[src/sv/soa_ram.sv]
// Generic single-write, single-read synchronous RAM with registered read data.
module soa_ram #(
    parameter int W = 8,
    parameter int D = 16
) (
    input  logic                 i_clk,
    input  logic                 i_we,
    input  logic [$clog2(D)-1:0] i_waddr,
    input  logic [W-1:0]         i_wdata,
    input  logic [$clog2(D)-1:0] i_raddr,
    output logic [W-1:0]         o_rdata
);
    logic [W-1:0] mem [D];

    always_ff @(posedge i_clk) begin
        if (i_we) begin
            mem[i_waddr] <= i_wdata;
        end
        o_rdata <= mem[i_raddr];
    end
endmodule
[config.mk]
export PLATFORM = sky130hd
export DESIGN_NAME = soa_ram
export DESIGN_NICKNAME = d
export VERILOG_FILES = /design/src/sv/soa_ram.sv
export SDC_FILE = /design/constraint.sdc
export NUM_CORES = 1
export LEC_CHECK = 0
export ABC_CLOCK_PERIOD_IN_PS = 2050
export BUFFER_PORTS_ARGS = -buffer_cell sky130_fd_sc_hd__buf_4
export CAP_MARGIN = 20
export CORE_MARGIN = 2
export CORE_UTILIZATION = 42
export CTS_BUF_LIST = sky130_fd_sc_hd__clkbuf_8
export CTS_CLUSTER_DIAMETER = 150
export CTS_CLUSTER_SIZE = 14
export DETAILED_ROUTE_END_ITERATION = 6
export SETUP_SLACK_MARGIN = 0.1
export SYNTH_ARGS = -nofsm -noshare
export SYNTH_HDL_FRONTEND = slang
export SYNTH_SLANG_ARGS = --single-unit
export TNS_END_PERCENT = 100
[constraint.sdc]
create_clock -name i_clk -period 2.05 [get_ports i_clk]
set_clock_uncertainty 0.2 [all_clocks]
set_input_delay 0.1025 -clock i_clk [delete_from_list [all_inputs] [get_ports i_clk]]
set_output_delay 0.1025 -clock i_clk [all_outputs]
set_load 0.02 [all_outputs]
# Word-level counts from Yosys, hierarchy flattened
# Memories as Yosys holds them, arrays and structs flattened. A register that Yosys moved wholly into a read port is not among the register bits.
# Cells that the tools add are included.
dict set report totals {
  word_cells 3
  mem_count 1
  out_inout_bits 8
  register_bits 0
  mem_bits_rw 128
}
dict set report op_classes {
  muxes 2
}
# name words word_bits rd rd_clocked_by_memory_dff wr line_no
set mem_list {}
lappend mem_list {mem 16 8 1 1 1 13} ;# logic [W-1:0] mem [D];
# operator count
set ops {}
lappend ops {{$mux 1} 2}

# Longest topological paths before layout
dict set report depth {
  depth_word 2
  ltp_mapped 5
}

# Least setup slack after synthesis
# No wires, ideal clock.
dict set report synth_timing {
  path_type {in2reg}
  from {in i_waddr[2]}
  to {mem mem[0][0], enable pin}
  setup_time_ps 383
  slack_ps 255
  arrival_ps 1212
  path_stages 2
  cell_sequence {or3b_2 nor3_1}
}
# element line_no
set synth_rtl {}
lappend synth_rtl {{start, declared} 8} ;# input logic [$clog2(D)-1:0] i_waddr,
lappend synth_rtl {{end, declared} 13}
# Straight into the memory's write port.

# Worst setup path after layout
dict set report layout_timing {
  from {in i_waddr[1]}
  to {mem mem[0][0], enable pin}
}
# Straight into the memory's write port.

==> impl_results.md <==
* Sw frac at 0.191
* Setup Buffers After CTS at 0
* DRT iter0 DRCs at approximately 150
* F_max at 0.557 GHz
* DRT Wirelength at 9580 um
* CTS Buf Count at 17
* Share of cells above drive strength 1 at 0.301
* First drt pass iteration count at 4
* Worst setup slack after layout at about 0.25 ns
* Clock power frac at 0.414
* Post-synthesis sequential area ratio at 0.778
* NumNets Final at 314
* Most frequent cells in the layout: edfxtp_1 (128), buf_4 (45), clkbuf_8 (20)
* Worst-path clk slew at about 0.07 ns
* Internal power at around 4.8 mW
* Final Critical Period at about 1.8 ns
* Post-synth cell types at 19
* Vias in the first global route at 2571
* Reported leakage power at between 2 and 2.5 nW
* # resized after CTS at 0
* Via-per-instance ratio at around 5.4
* Register area at roughly 4000 um2
* Pwr Total at 5.92 mW
* Final-report max-slew violation count at 0
* Global route overflow at 0
* Hold Buf Count CTS at 11
* Cells after synthesis at ~230
* CTS tree: built
* Placed Cells at ~410
* Setup violators final at 0
* Worst EP required at 1.97 ns
* DRC at 0
* Arrival time at the worst endpoint at about 1.7 ns
* Post-Syn Nets at 247
* Maxcap violations at 0
* WS Path Type: primary input to flop
* Initial antenna violation count at 0
* Diodes inserted at 0
* Seq pwr share at 0.528
* Yosys warns at 0
* Worst hold start: i_raddr[3]
* Final Hold Viols at 0
* H-tree levels at 4
* Num Clock Sinks at about 140
* Root Buffer: clkbuf_8
* Clk buf depth at 2
* Tcrit/Tclk final at 0.876
* DR WL/cell at around 21 um
* RSZ-0062 raised after global routing: no
* Setup crit start: i_waddr[1]
* Worst skew pair latency at 0.42 ns
* Slew margin rel. at 0.731
* Crit end category: flop
* Antenna Nets Post-Route at 0
* Worst vdd ir at 0.000318 V
* Finished Layout Cells at between 400 and 500
* Setup TNS at 0 ns
* Worst-margin pin slew at between 0.4 and 0.5 ns
* Fill cell count at about 950
* Crit path max fanout at 8
* Reg-to-reg critical path startpoint: mem[2][7]
* Commonest non-fill, non-tap cell in the layout: edfxtp_1
* Multi-input combinational cell area at ~1100 um2
* Comb pwr share at 0.058
* Starting density of the core at 0.429
* Die height at 115 um
* Cell Rows at 40
* Util after Layout at 0.515
* First-pass GRT wire length at ~15000 um
* #FFs+latches synth at between 100 and 150
* Min-Delay Path Class: primary input to flop
* Via count at approximately 2400
* DIE AREA at 13200 um2
* Number of port buffers at 25
* DP Worst Slack at 0.327 ns
* Core area at between 10000 and 15000 um2
* GP Congestion at between 0.7 and 0.8
* Die Wd at ~110 um
* Startpoint types: primary input
* Status: completed
* Largest net degree at the start of global routing at 30
* Detailed placer's ending HPWL at around 5900 um
* Switch Pwr at between 1 and 1.5 mW
* Area growth, synth to finish at 20.3%
* Cell area after synthesis at a little over 5000 um2
* Num ports at 26
* Global Route Usage Sum at 0.161
* Post-Syn Area per Cell at 22.5 um2
* Pwr Density at between 900 and 1000 nW/um2
==> power by group through the flow <==
| stage | registers (mW) | logic, mW | clock network [mW] |
|---|---|---|---|
| after floorplan | 3.20 | 0.158 | 0 |
| after global placement | 3.19 | 0.332 | 0 |
| after detailed placement | 3.19 | 0.335 | 0 |
| after CTS | 3.13 | 0.350 | 2.51 |
| after global routing | 3.13 | 0.373 | 2.62 |
| final | 3.13 | 0.343 | 2.45 |
==> state kept, by name, indices dropped and copies added (netlist names) <==
| name | count |
|---|---|
| o_rdata | 8 |
| mem | 128 |
==> Yosys cell counts, drive strengths merged <==
master / count / area share
mux4: 32 / 0.15
nand2: 9 / 0.0066
and2: 1 / 0.0012
buf: 7 / 0.011
clkdlybuf4s25: 3 / 0.0058
nand3: 1 / 0.00097
or3b: 1 / 0.0017
nor2: 13 / 0.0095
nand3b: 2 / 0.0029
nand2b: 2 / 0.0024
nor2b: 1 / 0.0012
a22oi: 16 / 0.023
dfxtp: 8 / 0.031
nor3: 4 / 0.0039
and2b: 1 / 0.0015
edfxtp: 128 / 0.75
==> layout make-up <==
type / instances / share of cell area
Sequential cell: 136 / 0.647
Multi-Input combinational cell: 83 / 0.171
Clock buffer: 20 / 0.0445
Tap cell: 147 / 0.0297
Clock inverter: 12 / 0.0295
Timing Repair Buffer: 58 / 0.0788
==> routing by layer <==
layer,track usage,share of wire
met3,0.0492,0.058
met4,0.0562,0.014
met1,0.201,0.42
met2,0.270,0.51
met5,0,0
==> logic make-up (layout without fill, tap and decap cells) <==
group | after synthesis | after routing | share of synthesized area
compound gates | 16 | 16 | 0.0233
simple gates | 35 | 35 | 0.0318
buf+inv | 10 | 90 | 0.0168
flops | 136 | 136 | 0.778
mux | 32 | 32 | 0.150
==> worst max-delay path, stage by stage <==
cell	delay (ns)
dlygate4sd3_1	0.54
buf_4	0.16
nor3_1	0.18
dlygate4sd3_1	0.56
buf_4	0.18
==> metrics by stage <==
stage | hold slack, ns | instance area [um2]
final | 0.0359 | 6190
after global routing | 0.0646 | 6190
after CTS | 0.0160 | 6190
after detailed placement | 0.222 | 5620
after global placement | 0.209 | 5620
after floorplan | 0.00137 | 5150
==> worst paths after layout <==
check | endpoint | slack [ns] | depth (start not counted)
hold reg to reg | o_rdata[3] | 0.47 | 3
setup reg to reg | o_rdata[7] | 0.45 | 3
setup / recovery | mem[0][0] | 0.25 | 5
hold / removal | o_rdata[3] | 0.04 | 5
Power figures use the tool's default switching activity.
